## src/ffge_pkg.sv

```systemverilog
// ----------------------------------------------------------------------------
// ffge_pkg
// Shared types and constants of the forest fire grid engine.
// ----------------------------------------------------------------------------
`default_nettype none

package ffge_pkg;

  localparam int MAX_SIDE_DEF = 128;
  localparam logic [7:0] GRID_SIDE_RESET = 8'd100;
  localparam logic [15:0] COUNT_LIMIT = 16'hFFFF;

  typedef enum logic [1:0] {
    CELL_EMPTY   = 2'd0,
    CELL_TREE    = 2'd1,
    CELL_BURNING = 2'd2,
    CELL_BURNT   = 2'd3
  } cell_e;

  typedef enum logic [1:0] {
    CMD_WRITE = 2'd0,
    CMD_RUN   = 2'd1,
    CMD_READ  = 2'd2
  } cmd_e;

  typedef enum logic [3:0] {
    ST_IDLE,
    ST_READ,
    ST_IGN_RD,
    ST_IGN_WR,
    ST_ROW_RD,
    ST_CELL_RD,
    ST_CELL_DN,
    ST_CELL_WR
  } state_e;

  typedef struct packed {
    logic [1:0]  read_value;
    logic [15:0] generation_count;
    logic        bottom_hit;
  } result_t;

endpackage

`default_nettype wire

```

## src/ffge_engine.sv

```systemverilog
// ----------------------------------------------------------------------------
// ffge_engine
// Command sequencer: cell write/read, top row ignition and generation sweeps.
// ----------------------------------------------------------------------------
`default_nettype none

module ffge_engine #(
  parameter int MAX_SIDE = ffge_pkg::MAX_SIDE_DEF,
  localparam int IDX_W  = $clog2(MAX_SIDE),
  localparam int SIDE_W = $clog2(MAX_SIDE + 1),
  localparam int ADDR_W = $clog2(MAX_SIDE * MAX_SIDE)
) (
  input  wire logic              clk,
  input  wire logic              rst,
  input  wire logic [7:0]        grid_side,
  // input word
  input  wire logic              in_valid,
  output logic                   in_ready,
  input  wire logic [1:0]        command,
  input  wire logic [6:0]        cell_row,
  input  wire logic [6:0]        cell_col,
  input  wire logic [1:0]        cell_value,
  // result slot
  input  wire logic              out_free,
  output logic                   res_valid,
  output ffge_pkg::result_t      res,
  // cell store
  output logic                   a_we,
  output logic [ADDR_W-1:0]      a_waddr,
  output logic [1:0]             a_wdata,
  output logic [ADDR_W-1:0]      a_raddr,
  input  wire logic [1:0]        a_rdata,
  // old values of the row above
  output logic                   b_we,
  output logic [IDX_W-1:0]       b_addr,
  output logic [1:0]             b_wdata,
  input  wire logic [1:0]        b_rdata
);

  localparam int CMP_W = (SIDE_W > 8) ? SIDE_W : 8;
  localparam int IN_W  = (SIDE_W > 7) ? SIDE_W : 7;

  ffge_pkg::state_e state, state_next;

  logic [IDX_W-1:0] r, c;
  logic [1:0]       cur, left, right, up;
  logic             first;
  logic             lit, bottom;
  logic [15:0]      cnt;
  logic             rd_inside;

  logic [CMP_W-1:0]  gs_ext;
  logic [SIDE_W-1:0] n, n_m1;
  logic              c_last, r_last, in_grid, acc;
  logic [IDX_W-1:0]  col_rd, row_dn;
  logic [1:0]        cur_eff, down, cell_new;
  logic              hot, lit_now, lit_next, bottom_next;
  logic [15:0]       cnt_inc;
  logic [ADDR_W-1:0] addr_in;

  function automatic logic [ADDR_W-1:0] cell_addr(input logic [31:0] row,
                                                  input logic [31:0] col);
    logic [31:0] a;
    a = row * 32'(MAX_SIDE) + col;
    return a[ADDR_W-1:0];
  endfunction

  // side in use: 0 acts as 1, anything above MAX_SIDE clamps
  always_comb begin
    gs_ext = CMP_W'(grid_side);
    if (gs_ext == '0) begin
      n = SIDE_W'(1);
    end else if (gs_ext > CMP_W'(MAX_SIDE)) begin
      n = SIDE_W'(MAX_SIDE);
    end else begin
      n = SIDE_W'(gs_ext);
    end
  end

  assign n_m1    = n - SIDE_W'(1);
  assign c_last  = (SIDE_W'(c) == n_m1);
  assign r_last  = (SIDE_W'(r) == n_m1);
  assign in_grid = (IN_W'(cell_row) < IN_W'(n)) && (IN_W'(cell_col) < IN_W'(n));
  assign addr_in = cell_addr(32'(cell_row), 32'(cell_col));
  assign acc     = in_valid && in_ready;
  assign in_ready = (state == ffge_pkg::ST_IDLE) && out_free;

  assign col_rd = c_last ? c : IDX_W'(c + 1'b1);
  assign row_dn = r_last ? r : IDX_W'(r + 1'b1);

  // cell update, evaluated in ST_CELL_WR
  assign cur_eff = first ? a_rdata : cur;
  assign down    = r_last ? ffge_pkg::CELL_EMPTY : a_rdata;
  assign hot     = (up == ffge_pkg::CELL_BURNING) || (down == ffge_pkg::CELL_BURNING) ||
                   (left == ffge_pkg::CELL_BURNING) || (right == ffge_pkg::CELL_BURNING);

  always_comb begin
    lit_now = 1'b0;
    case (cur)
      ffge_pkg::CELL_BURNING: cell_new = ffge_pkg::CELL_BURNT;
      ffge_pkg::CELL_TREE: begin
        if (hot) begin
          cell_new = ffge_pkg::CELL_BURNING;
          lit_now  = 1'b1;
        end else begin
          cell_new = cur;
        end
      end
      default: cell_new = cur;
    endcase
  end

  assign lit_next    = lit | lit_now;
  assign bottom_next = bottom | (r_last & cell_new[1]);
  assign cnt_inc     = (cnt == ffge_pkg::COUNT_LIMIT) ? cnt : cnt + 16'd1;

  // next state
  always_comb begin
    state_next = state;
    unique case (state)
      ffge_pkg::ST_IDLE: begin
        if (acc) begin
          unique case (command)
            ffge_pkg::CMD_READ: state_next = ffge_pkg::ST_READ;
            ffge_pkg::CMD_RUN:  state_next = ffge_pkg::ST_IGN_RD;
            default:            state_next = ffge_pkg::ST_IDLE;
          endcase
        end
      end
      ffge_pkg::ST_READ:    state_next = ffge_pkg::ST_IDLE;
      ffge_pkg::ST_IGN_RD:  state_next = ffge_pkg::ST_IGN_WR;
      ffge_pkg::ST_IGN_WR:  state_next = c_last ? ffge_pkg::ST_ROW_RD : ffge_pkg::ST_IGN_RD;
      ffge_pkg::ST_ROW_RD:  state_next = ffge_pkg::ST_CELL_RD;
      ffge_pkg::ST_CELL_RD: state_next = ffge_pkg::ST_CELL_DN;
      ffge_pkg::ST_CELL_DN: state_next = ffge_pkg::ST_CELL_WR;
      ffge_pkg::ST_CELL_WR: begin
        if (!c_last) begin
          state_next = ffge_pkg::ST_CELL_RD;
        end else if (!r_last || lit_next) begin
          state_next = ffge_pkg::ST_ROW_RD;
        end else begin
          state_next = ffge_pkg::ST_IDLE;
        end
      end
      default: state_next = ffge_pkg::ST_IDLE;
    endcase
  end

  // outputs: memory requests and result
  always_comb begin
    a_we      = 1'b0;
    a_waddr   = addr_in;
    a_wdata   = cell_value;
    a_raddr   = addr_in;
    b_we      = 1'b0;
    b_addr    = c;
    b_wdata   = cur;
    res_valid = 1'b0;
    res       = '0;
    unique case (state)
      ffge_pkg::ST_IDLE: begin
        if (acc) begin
          unique case (command) inside
            ffge_pkg::CMD_WRITE: begin
              a_we      = in_grid;
              res_valid = 1'b1;
            end
            ffge_pkg::CMD_READ, ffge_pkg::CMD_RUN: ;
            default: res_valid = 1'b1;
          endcase
        end
      end
      ffge_pkg::ST_READ: begin
        res_valid      = 1'b1;
        res.read_value = rd_inside ? a_rdata : 2'd0;
      end
      ffge_pkg::ST_IGN_RD: begin
        a_raddr = cell_addr(32'd0, 32'(c));
      end
      ffge_pkg::ST_IGN_WR: begin
        a_waddr = cell_addr(32'd0, 32'(c));
        a_wdata = ffge_pkg::CELL_BURNING;
        a_we    = (a_rdata == ffge_pkg::CELL_TREE);
      end
      ffge_pkg::ST_ROW_RD: begin
        a_raddr = cell_addr(32'(r), 32'd0);
      end
      ffge_pkg::ST_CELL_RD: begin
        a_raddr = cell_addr(32'(r), 32'(col_rd));
      end
      ffge_pkg::ST_CELL_DN: begin
        a_raddr = cell_addr(32'(row_dn), 32'(c));
      end
      ffge_pkg::ST_CELL_WR: begin
        a_waddr = cell_addr(32'(r), 32'(c));
        a_wdata = cell_new;
        a_we    = (cell_new != cur);
        b_we    = 1'b1;
        if (c_last && r_last && !lit_next) begin
          res_valid            = 1'b1;
          res.generation_count = cnt_inc;
          res.bottom_hit       = bottom_next;
        end
      end
      default: ;
    endcase
  end

  always_ff @(posedge clk) begin
    if (rst) begin
      state <= ffge_pkg::ST_IDLE;
    end else begin
      state <= state_next;
    end
  end

  // sweep registers
  always_ff @(posedge clk) begin
    unique case (state)
      ffge_pkg::ST_IDLE: begin
        if (acc) begin
          rd_inside <= in_grid;
          r         <= '0;
          c         <= '0;
        end
      end
      ffge_pkg::ST_IGN_WR: begin
        if (c_last) begin
          r      <= '0;
          c      <= '0;
          cnt    <= '0;
          lit    <= 1'b0;
          bottom <= 1'b0;
        end else begin
          c <= IDX_W'(c + 1'b1);
        end
      end
      ffge_pkg::ST_ROW_RD: begin
        left  <= ffge_pkg::CELL_EMPTY;
        first <= 1'b1;
      end
      ffge_pkg::ST_CELL_RD: begin
        cur   <= cur_eff;
        first <= 1'b0;
      end
      ffge_pkg::ST_CELL_DN: begin
        right <= c_last ? ffge_pkg::CELL_EMPTY : a_rdata;
        up    <= (r == '0) ? ffge_pkg::CELL_EMPTY : b_rdata;
      end
      ffge_pkg::ST_CELL_WR: begin
        left <= cur;
        cur  <= right;
        c    <= c_last ? '0 : IDX_W'(c + 1'b1);
        if (c_last && r_last) begin
          // generation done: restart the sweep flags
          r      <= '0;
          cnt    <= cnt_inc;
          lit    <= 1'b0;
          bottom <= 1'b0;
        end else begin
          lit    <= lit_next;
          bottom <= bottom_next;
          if (c_last) begin
            r <= IDX_W'(r + 1'b1);
          end
        end
      end
      default: ;
    endcase
  end

endmodule

`default_nettype wire

```

## config.mk

```make
export PLATFORM = sky130hd
export DESIGN_NAME = ffge_engine
export DESIGN_NICKNAME = d
export VERILOG_FILES = /design/src/ffge_pkg.sv /design/src/ffge_engine.sv
export SDC_FILE = /design/constraint.sdc
export NUM_CORES = 1
export LEC_CHECK = 0
export BUFFER_PORTS_ARGS = -buffer_cell sky130_fd_sc_hd__buf_2
export CORE_MARGIN = 2
export CORE_UTILIZATION = 38
export DETAILED_ROUTE_END_ITERATION = 8
export SYNTH_ARGS = -nofsm -noshare
export SYNTH_HDL_FRONTEND = slang
export SYNTH_SLANG_ARGS = --single-unit
```

## constraint.sdc

```tcl
create_clock -name clk -period 4.2 [get_ports clk]
set_clock_uncertainty 0.1 [all_clocks]
set_input_delay 0.42 -clock clk [delete_from_list [all_inputs] [get_ports clk]]
set_output_delay 0.42 -clock clk [all_outputs]
set_load 0.005 [all_outputs]
```

**Yosys cells after proc, flatten, opt, wreduce, memory -nomap -nowiden**

Index checks and enable logic that the tools add are counted.

- Register bits: 46
- Output and inout port bits: 62
- Input port bits: 34

- Reductions and logical operators: 29
- Equal/unequal tests: 25
- Bitwise logic cells: 3
- $add $sub $neg: 8
- $lt $le $gt $ge: 3
- Muxes and demuxes: 50

Operators by type and width:

| operator | count |
|---|---|
| $add 14x7->14 | 4 |
| $pmux 14 s4 | 1 |
| $mux 7 | 7 |
| $mux 16 | 3 |
| $mux 17 | 2 |
| $pmux 16 s2 | 1 |
| $pmux 14 s2 | 1 |
| $pmux 4 s7 | 1 |
| $pmux 7 s3 | 1 |
| $pmux 2 s2 | 5 |
| $add 16x1->16 const B | 1 |
| $eq 16x16->1 const B | 1 |
| $eq 4x3->1 const B | 4 |
| $eq 7x8->1 | 2 |
| $lt 7x8->1 | 2 |
| $mux 8 | 2 |
| $add 7x1->7 const B | 2 |
| $pmux 7 s2 | 1 |
| $eq 2x2->1 const B | 6 |
| $mux 1 | 11 |
| $mux 2 | 5 |
| $reduce_bool 2->1 | 5 |
| $mux 3 | 3 |
| $eq 4x2->1 const B | 2 |
| 24 further kinds | 45 |

**Logic depth before layout (Yosys ltp)**

Gate-level depths: netlist (run 1).

- Depth after elaboration: 17
- Depth in mapped cells: 14

**Least setup slack after synthesis (run 1)**

No wires, ideal clock.

- Kind: input port to flip-flop
- Start: input grid_side[4]
- End: register cnt[0] (enable)
- Buffers on the path: 2
- Stages on the path: 12
- Path slack: -0.168 ns
- Setup time: 0.394 ns
- Required time: 3.706 ns
- Data arrival time: 3.874 ns
- Path through: buf_2 -> nor4_4 -> a21oi_1 -> or2_2 -> ha_1 -> clkbuf_1 -> or4_1 -> a32oi_1 -> o211ai_2 -> nor2_2 -> nand2_1 -> a21oi_1

- Longest elaborated chain between the ends: 8

RTL lines:

| item | RTL line | RTL |
|---|---|---|
| start, declared | ffge_engine.sv:15 | `input wire logic [7:0] grid_side,` |
| $gt 8x8->1 | ffge_engine.sv:73 | `end else if (gs_ext > CMP_W'(MAX_SIDE)) begin` |
| $mux 8 | ffge_engine.sv:73 |  |
| $mux 8 * | ffge_engine.sv:71 | `if (gs_ext == '0) begin` |
| $sub 8x1->8 * | ffge_engine.sv:80 | `assign n_m1 = n - SIDE_W'(1);` |
| $eq 7x8->1, on equally long branches | ffge_engine.sv:81, ffge_engine.sv:82 |  |
| $logic_and 1x1->1 | ffge_engine.sv:254 | `if (c_last && r_last) begin` |
| $ne 2x2->1 (no line) | n/a |  |
| $reduce_and 3->1 (no line) * | n/a |  |
| end signal, assigned | ffge_engine.sv:257 | `cnt <= cnt_inc;` |
| end, declared | ffge_engine.sv:49 | `logic [15:0] cnt;` |

Mark *: on every way between the ends. The rest lies on a longest branch, timed or not.
A chain may end at the register's enable or synchronous reset.

**Worst setup path after layout (run 1)**

- Start: input grid_side[2]
- End: output a_we

- Longest elaborated chain between the ends: 14

RTL lines:

| item | RTL line | RTL |
|---|---|---|
| $gt 8x8->1 | ffge_engine.sv:73 |  |
| $mux 8 | ffge_engine.sv:73 |  |
| $mux 8 * | ffge_engine.sv:71 |  |
| $sub 8x1->8 | ffge_engine.sv:80 |  |
| $eq 7x8->1 | ffge_engine.sv:82 | `assign r_last = (SIDE_W'(r) == n_m1);` |
| $mux 2 | ffge_engine.sv:93 | `assign down = r_last ? ffge_pkg::CELL_EMPTY : a_rdata;` |
| $eq 2x2->1 | ffge_engine.sv:94 | `assign hot = (up == ffge_pkg::CELL_BURNING) \|\| (down == ffge_pkg::CELL_BURNING) \|\|` |
| $logic_or 1x1->1 (2 in a row) | ffge_engine.sv:94 |  |
| $logic_or 1x1->1 | ffge_engine.sv:95 | `(left == ffge_pkg::CELL_BURNING) \|\| (right == ffge_pkg::CELL_BURNING);` |
| $mux 2 | ffge_engine.sv:102 | `if (hot) begin` |
| $pmux 2 s2 | ffge_engine.sv:99 | `case (cur)` |
| $ne 2x2->1 | ffge_engine.sv:197 | `a_we = (cell_new != cur);` |
| $pmux 1 s3 * | ffge_engine.sv:160 | `unique case (state)` |
| end, declared | ffge_engine.sv:28 | `output logic a_we,` |

Marked as above.

==> results of run 1 <==
[state kept, by name, summed over array words and instances (netlist names)]
register and count:
up 2, b_wdata 2, bottom 1, rd_inside 1, first 1, left 2
r 7, cnt 16, lit 1, right 2, b_addr 7, state 3
[where the power goes]
part	total (W)	internal [W]	switching (W)
Combinational	0.000215	0.0000926	0.000122
Clock	0.000410	0.000222	0.000188
Sequential	0.000508	0.000492	0.0000156
Total	0.00113	0.000807	0.000325
[worst max-delay path by stage]
stage | start | endpoint
after floorplan | grid_side[4] | cnt[0]
after global placement | grid_side[2] | res[2]
after detailed placement | grid_side[2] | res[5]
after CTS | grid_side[2] | res[5]
after global routing | grid_side[2] | a_we
final | grid_side[2] | a_we
[critical path: cells and delay by family]
family	cells	cell delay (ps)
XOR/XNOR	1	170
adder cells (fa/ha/maj)	1	230
buffers and inverters	3	450
AND/OR/NAND/NOR	5	1500
AO/OA/AOI/OAI	4	690
[placed cells by master, fill, tap and decap left out, types with 7 or more instances in the layout]
cell type / n
buf_2: 95
nor2b_1: 8
nor3_1: 29
a21oi_1: 24
o31ai_1: 8
and3_1: 13
and2_1: 8
o211ai_1: 9
mux2i_1: 8
xnor2_1: 16
edfxtp_1: 42
nand2_1: 71
ha_1: 22
nand2b_1: 7
nor2_1: 49
buf_4: 18
nand3_1: 25
inv_1: 22
xor2_1: 20
o21ai_0: 29
[metal layers]
| layer | up-vias | track usage (%) | share of wire (%) |
|---|---|---|---|
| li1 | 2139 | - | - |
| met1 | 2144 | 27.31 | 45 |
| met2 | 105 | 36.85 | 49 |
| met3 | 17 | 2.406 | 4.1 |
| met4 | 0 | 5.926 | 1.7 |
| met5 | - | 0 | 0 |
[logic make-up (layout without fill, tap and decap cells)]
kind of cell    Yosys count  in the layout
simple gates            248            248
compound gates          119            119
buf+inv                  61            145
flops                    45             45
xor+xnor                 36             36
fa+ha+maj                22             22
mux                      10             10
[final cells by class]
type                            count  share of cell area [%]
Inverter                           23                   1.672
Tap cell                          143                   3.464
Timing Repair Buffer              114                   12.21
Multi-Input combinational cell    435                   54.24
Clock inverter                      3                  0.4118
Clock buffer                        5                   2.422
Sequential cell                    45                   25.58
[per-stage QoR]
stage               hold slack [ps]  utilization, %  instances
detailed placement            463.0           44.16        760
CTS                           301.4           45.46        768
floorplan                     421.9               -        541
global placement              442.8           44.16        760
global route                  306.5           45.62        768
finish                        304.2           45.62        768
[timing repair]
action                     4_1_cts  5_1_grt
setup endpoints to repair        0       15
gates resized for setup          0        3
buffers inserted                 0        0
==> out/results.ini, run 1 <==
[setup_path]
crit_required_ps = 3680
critPathLaunchType = primary input
rrSetupSlack_ps = 1190
rr_startpoint = r[3]
path_class = primary input to primary output
reg2regPathDepth = 8
cp.arrival_ps = 3470
slowest_delay_ps = 480
worstPathCellList = buf_2, nor4_4, a21oi_1, or2_2, ha_1, or3b_2, o2111ai_2, xnor2_1, nand4_1, nor4_4, buf_4, o211ai_1, a221o_1, buf_2
timing.rr.end = r[5]
cp-end-kind = primary output
crit_path_top_delay_cell = or3b_2
crit_fanout = 5

[min_path]
whs_endpoint = up[1]
hold_depth = 2
hold_path.class = primary input to register
hp-start = b_rdata[1]

[pwr]
peakVddDrop_uv = 147.4
finalPower_w = 0.001132
power_per_cell_area_nw_per_um2 = 219.2
leakage_nw = 2.120

[synth]
synth-simple-area-share_pct = 29.70
yosys.area.top_type = edfxtp_1
synth_common_cells = 71 x nand2_1, 49 x nor2_1, 42 x edfxtp_1
synth_xor_area_share_pct = 7.231
synth_cell_types = 66
synth_nets = 597
yosys_warnings = 0
synthTopCellsByArea = edfxtp_1 29%, ha_1 6.3%, nand2_1 6.1%
avgSynthCellArea_sq_um = 8.060
synth-seq-cells = 45
synth_mux_area_share_pct = 2.353
yosys_most_used_dff = edfxtp_1
synth_top_family_by_area = simple AND/OR/NAND/NOR gates
yosysMostFrequentCell = nand2_1
syn_inst = 541
syn_area_sq_um = 4360
synth_edf_count = 42
synthArstFlopShare_pct = 0
yosysSeqAreaShare_pct = 30.30
yosys.area_share.adder_pct = 6.313
synth_top_area_share_pct = 28.92
synth_compound_area_share_pct = 18.13

[run_status]
outcome = finished clean

[routing]
drc = 0
vias = 4405
wl_um = 13540
detail-route-antenna-nets = 0
vias_per_cell = 5.736
first_pass_iters = 5
dr.first_iter.drc_count = 317
wl_per_cell_um = 17.63

[cells_and_area]
diodes = 0
multi_input_area_sq_um = 2801
fillers = 1140
final_nets = 680
synthToLayoutAreaGrowth_pct = 18.45
seqCellArea_sq_um = 1321
finalInstanceArea_sq_um = 5165
drive_above_1_share_pct = 22.72

[placement]
dp_hpwl_um = 10410
place_area_sq_um = 5000
io_buffer_count = 95
place_congestion = 0.9496
preCtsSetupSlack_ps = 57.84

[floorplan]
fp-row-count = 39
ios = 96
chipWidth_um = 111.1
initial_utilization_pct = 38.52
die_area_sq_um = 12350
dieHeight_um = 111.1
fp.coreArea_sq_um = 11320

[timing]
tns_ps = 0
period_share_pct = 95.06
fmax_mhz = 250.5
slew_violations = 0
slew_headroom_pct = 37.08
worst_pin_slew_ps = 940.3
min_period_ps = 3992
worst_slack_ps = 207.5
hold_viol = 0
setup_violations = 0
rsz0062_at_grt = false

[clock_network]
cts-root-buf = clkbuf_16
clock_latency_ps = 290
cts.clk_slew.worst_paths_ps = 70
cts_tree = done
cts_made_buffers = 5
cts.sinks = 45
hold_buffers = 0
h-tree-depth = 2
cts_buffer_depth = 2

[global_route]
grt_antenna_before_repair = 0
grt_pass1_vias = 4048
grtUsageTotal_pct = 20.99
grt_max_degree = 37
grt_pass1_wl_um = 21110
grt_remaining_overflow = 0

[flow_run]
max_cap_violations = 0

No activity file was read; power rests on OpenSTA's default activity.
==> inputs of run 2 (changes only) <==
clock period = 4.4 ns   (was 4.2 ns; I/O delays follow)
==> out/results.ini, run 2 (synthesis gave the netlist of run 1 again) <==
[run_status]
outcome = finished clean

[floorplan]
dieHeight_um = 111.1  ; unchanged
ios = 96  ; unchanged
die_area_sq_um = 12350  ; unchanged
chipWidth_um = 111.1  ; unchanged
fp-row-count = 39  ; unchanged
initial_utilization_pct = 38.52  ; unchanged
fp.coreArea_sq_um = 11320  ; unchanged

[routing]
top_layer_used = met4
met1_length_um = 5743  ; -5.3%
wl_per_cell_um = 17.39  ; -1.4%
detail-route-antenna-nets = 0  ; unchanged
wl_met2_um = 6639  ; -0.64%
wl_um = 13270  ; -2.0%
wl_met3_um = 654  ; +17%
drc = 0  ; unchanged
vias_per_cell = 5.718  ; -0.30%
first_pass_iters = 5  ; unchanged
dr.first_iter.drc_count = 256  ; -19%
vias = 4363  ; -0.95%

[placement]
dp_hpwl_um = 10380  ; -0.26%
place_congestion = 0.8871  ; -6.6%
dp.cells = 754  ; -0.79%
io_buffer_count = 95  ; unchanged
place_area_sq_um = 4938  ; -1.2%

[pwr]
leakage_nw = 2.091  ; -1.3%
p_clk_share_pct = 35.7  ; -0.5 points
swShare_pct = 28.07  ; -0.68 points
p_seq_share_pct = 45.4  ; +0.6 points
internal_power_w = 0.0007678  ; -4.8%
power_per_cell_area_nw_per_um2 = 208.9  ; -4.7%
pwr-share-comb_pct = 18.9  ; about the same
peakVddDrop_uv = 133.6  ; -9.3%
power.switching_w = 0.0002996  ; -7.9%

[cells_and_area]
synthToLayoutAreaGrowth_pct = 17.16
final_cells = 763  ; -0.65%
layout_common_cells = 95 x buf_2, 71 x nand2_1, 49 x nor2_1, 42 x edfxtp_1
finalInstanceArea_sq_um = 5109  ; -1.1%
top_register = cnt
final_common_cell = buf_2
final_nets = 675  ; -0.74%
diodes = 0  ; unchanged
fillers = 1159  ; +1.7%
drive_above_1_share_pct = 21.77  ; -0.95 points
largest_reg_flops = 16  ; unchanged

[setup_path]
critPathLaunchType = primary input
crit_required_ps = 3860  ; +180 ps
path_class = primary input to primary output
cp-end-kind = primary output
cp.arrival_ps = 3630  ; +160 ps
crit_fanout = 14  ; +9

[clock_network]
cts_buffer_depth = 2  ; unchanged
clock_latency_ps = 290  ; about the same
cts.sinks = 45  ; unchanged
cts-root-buf = clkbuf_16
cts_tree = done
cts_made_buffers = 5  ; unchanged
h-tree-depth = 2  ; unchanged
cts.clk_slew.worst_paths_ps = 70  ; about the same

[flow_run]
max_cap_violations = 0  ; unchanged

[timing]
period_share_pct = 94.88
hold_viol = 0  ; unchanged
setup_violations = 0  ; unchanged
rsz0062_at_grt = false
slew_violations = 0  ; unchanged
worst_pin_slew_ps = 810.1  ; -130.2 ps
whs_ps = 323.0  ; +18.81 ps
fmax_mhz = 239.5
tns_ps = 0  ; unchanged
min_period_ps = 4175
slew_headroom_pct = 45.80  ; +8.7 points

[global_route]
grt_remaining_overflow = 0  ; unchanged
grtUsageTotal_pct = 21.23  ; +0.24 points
grt_antenna_before_repair = 0  ; unchanged
grt_pass1_vias = 4152  ; +2.6%
grt_max_degree = 37  ; unchanged
grt_pass1_wl_um = 21340  ; +1.1%

[min_path]
hold_path.class = primary input to register

[run 2: per-stage QoR]
step,total power (W),util (%),setup slack (ps)
floorplan,0.0006132,-,12.24
global placement,0.0006901,43.62,208.3
detailed placement,0.0006944,43.62,86.17
CTS,0.001075,44.92,80.55
global route,0.001117,45.13,43.26
finish,0.001067,45.13,225.3
[run 2: power groups by stage]
stage / clock (W) / combinational [W] / sequential [W]
after CTS: 0.000389 / 0.000201 / 0.000484
after detailed placement: 0 / 0.000201 / 0.000494
after floorplan: 0 / 0.000131 / 0.000483
after global routing: 0.000404 / 0.000227 / 0.000486
final: 0.000381 / 0.000202 / 0.000484
after global placement: 0 / 0.000197 / 0.000494
[run 2: routing by layer]
| metal | track usage, % | vias to the layer above |
|---|---|---|
| met5 | 0 | - |
| met1 | 27.39 | 2083 |
| met4 | 5.350 | 0 |
| met3 | 3.007 | 18 |
| met2 | 37.46 | 129 |
| li1 | - | 2133 |
[run 2: layout make-up]
type | count | area (sq um) | area share, %
repair buffers | 109 | 584.3 | 11.44
well taps | 143 | 178.9 | 3.502
clock inverters | 3 | 21.27 | 0.4164
multi-input cells | 435 | 2791 | 54.64
inverters | 23 | 86.33 | 1.690
clock buffers | 5 | 125.1 | 2.449
flip-flops and latches | 45 | 1321 | 25.86
[run 2: critical path: stages]
cell	delay, ps
buf_2	160
nor4_4	280
a21oi_1	130
or2_2	300
ha_1	240
buf_4	180
or4_1	530
a32oi_1	240
o211ai_2	230
nor2_4	210
buf_6	210
mux2i_1	230
a21o_1	140
buf_2	100
[run 2: path summary, 6_finish.rpt]
kind                      from    endpoint  slack, ps  depth (start not counted)
hold reg to reg       right[0]  b_wdata[0]        480                          2
setup / recovery  grid_side[3]  a_raddr[1]        230                         14
hold / removal      b_rdata[1]       up[1]        320                          2
setup reg to reg     b_addr[2]      cnt[4]       1270                          9
[run 2: timing repair]
action                     in CTS  in global routing
resized for setup               0                  3
hold buffers                    0                  0
setup endpoints to repair       0                 18
setup buffers                   0                  1
==> inputs of run 3 (changes only) <==
BUFFER_PORTS_ARGS = not set   (was -buffer_cell sky130_fd_sc_hd__buf_2)
CORE_UTILIZATION = 35   (was 38)
DONT_BUFFER_PORTS = 1   (was not set)
==> out/results.ini, run 3 (synthesis gave the netlist of run 1 again) <==
[run_status]
outcome = finished clean

[routing]
drc = 0  ; unchanged
first_pass_iters = 5  ; unchanged
vias_per_cell = 5.831  ; +2.0%
dr.first_iter.drc_count = 342  ; +34%
wl_per_cell_um = 18.99  ; +9.2%
wl_um = 13230  ; -0.27%
vias = 4064  ; -6.9%
detail-route-antenna-nets = 0  ; unchanged

[floorplan]
die_area_sq_um = 13370  ; +8.3%
fp.coreArea_sq_um = 12060  ; +6.5%
chipWidth_um = 115.6  ; +4.0%
initial_utilization_pct = 36.15  ; -2.4 points
dieHeight_um = 115.6  ; +4.0%
fp-row-count = 40  ; +2.6%
ios = 96  ; unchanged

[timing]
worst_pin_slew_ps = 830.3  ; +20.19 ps
setup_violations = 0  ; unchanged
fmax_mhz = 244.6  ; +2.1%
tns_ps = 0  ; unchanged
slew_headroom_pct = 44.44  ; -1.4 points
period_share_pct = 92.93  ; -1.9 points
rsz0062_at_grt = false
hold_viol = 0  ; unchanged
min_period_ps = 4089  ; -85.63 ps
slew_violations = 0  ; unchanged

[placement]
io_buffer_count = 0  ; -100%
dp.cells = 686  ; -9.0%
place_congestion = 0.8810  ; -0.69%
place_area_sq_um = 4509  ; -8.7%
dp_hpwl_um = 10220  ; -1.5%

[setup_path]
crit_required_ps = 3860  ; about the same
critPathLaunchType = primary input
rrSetupSlack_ps = 1320  ; +50 ps
crit_path_top_delay_cell = or4_1
slowest_delay_ps = 510  ; -20 ps
crit_family = simple AND/OR/NAND/NOR gates
path_class = primary input to primary output
worstPathCellList = nor4_4, a21oi_2, or2_2, ha_1, buf_4, or4_1, a32oi_1, o211ai_2, nor2_2, buf_4, mux2i_1, a21o_1
cp-end-kind = primary output
reg2regPathDepth = 8  ; -1
crit_cells = 12  ; -2
crit_top_cell = buf_4
cp_num_buf_inv = 2  ; -2
crit_fanout = 8  ; -6
cp.arrival_ps = 3550  ; -80 ps

[pwr]
pwr-share-comb_pct = 14.7  ; -4.2 points
leakage_nw = 1.692  ; -19%
p_clk_share_pct = 36.8  ; +1.1 points
power.switching_w = 0.0002631  ; -12%
swShare_pct = 26.22  ; -1.8 points
internal_power_w = 0.0007402  ; -3.6%
power_per_cell_area_nw_per_um2 = 213.7  ; +2.3%
p_seq_share_pct = 48.5  ; +3.1 points
peakVddDrop_uv = 194.4  ; +45%

[cells_and_area]
synthToLayoutAreaGrowth_pct = 7.661
final_nets = 583  ; -14%
finalInstanceArea_sq_um = 4695  ; -8.1%
drive_above_1_share_pct = 8.523  ; -13 points
layout_common_cells = 71 x nand2_1, 49 x nor2_1, 42 x edfxtp_1, 28 x o21ai_0, 26 x nor3_1
final_cells = 697  ; -8.7%
largest_reg_flops = 16  ; unchanged
final_common_cell = nand2_1
top_register = cnt
fillers = 1235  ; +6.6%

[clock_network]
cts_tree = done
cts_made_buffers = 5  ; unchanged
clock_latency_ps = 290  ; about the same
cts_buffer_depth = 2  ; unchanged
cts.sinks = 45  ; unchanged
cts-root-buf = clkbuf_16
h-tree-depth = 2  ; unchanged
cts.clk_slew.worst_paths_ps = 70  ; about the same

[flow_run]
max_cap_violations = 0  ; unchanged

[global_route]
grt_pass1_vias = 3886  ; -6.4%
grt_remaining_overflow = 0  ; unchanged
grt_antenna_before_repair = 1  ; +1
grt_pass1_wl_um = 21000  ; -1.6%
grtUsageTotal_pct = 19.94  ; -1.3 points
grt_max_degree = 37  ; unchanged

[min_path]
hold_depth = 1  ; -1
hold_path.class = primary input to register

## run 3: changes by cell type in the layout (fill, tap and decap cells not counted), sizes merged
cell | before | now
diode | 0 | 1
inv | 23 | 22
clkinv | 2 | 4
clkinvlp | 1 | 0
buf | 109 | 17
## run 3: worst paths after layout
kind                      from          to
setup / recovery  grid_side[5]  a_raddr[1]
hold / removal      b_rdata[0]       up[0]
setup reg to reg     b_addr[2]     cnt[12]
hold reg to reg         bottom      bottom
## run 3: metal layers
metal | part of all wire, % | vias to the layer above | track usage (%)
met4 | 3.1 | 0 | 7.619
met3 | 9.1 | 29 | 6.485
met5 | 0 | - | 0
met1 | 40 | 1929 | 23.43
li1 | - | 1944 | -
met2 | 48 | 162 | 33.92
## run 3: final cells by class
| cell class | count | area, sq um | share of cell area [%] |
|---|---|---|---|
| multi-input cells | 435 | 2805 | 59.75 |
| clock buffers | 5 | 125.1 | 2.665 |
| inverters | 23 | 86.33 | 1.839 |
| clock inverters | 3 | 12.51 | 0.2665 |
| diodes | 1 | 2.502 | 0.05330 |
| well taps | 168 | 210.2 | 4.478 |
| flip-flops and latches | 45 | 1321 | 28.15 |
| repair buffers | 17 | 131.4 | 2.799 |
## run 3: worst register-to-register path, cell delays in order, from the launching register on
cell and delay (ps):
edfxtp_1 590, xor2_1 230, or4_1 480, a32oi_1 210, o211ai_2 180, nor2_2 360, nand2_1 200, a21oi_1 150
buf_4 260
## run 3: power by group through the flow
| stage | clock network [W] | registers, W | logic [W] |
|---|---|---|---|
| after floorplan | 0 | 0.000483 | 0.000131 |
| after global placement | 0 | 0.000495 | 0.000144 |
| after detailed placement | 0 | 0.000495 | 0.000147 |
| after CTS | 0.000374 | 0.000486 | 0.000148 |
| after global routing | 0.000387 | 0.000487 | 0.000170 |
| final | 0.000369 | 0.000486 | 0.000148 |
## run 3: through the flow
step / power (W) / utilization (%) / hold slack (ps) / worst slack (ps)
CTS: 0.001007 / 38.53 / 242.1 / 23.02
global placement: 0.0006390 / 37.39 / 458.2 / 132.3
global route: 0.001044 / 38.92 / 249.4 / 40.91
detailed placement: 0.0006418 / 37.39 / 474.2 / 30.74
finish: 0.001003 / 38.92 / 249.0 / 310.9
floorplan: 0.0006132 / - / 421.9 / 12.24
## run 3: timing repair
item,CTS,global route
buffers inserted,0,2
setup endpoints to repair,0,22
hold endpoints to repair,0,0
hold buffers,0,0
gates resized for setup,0,7
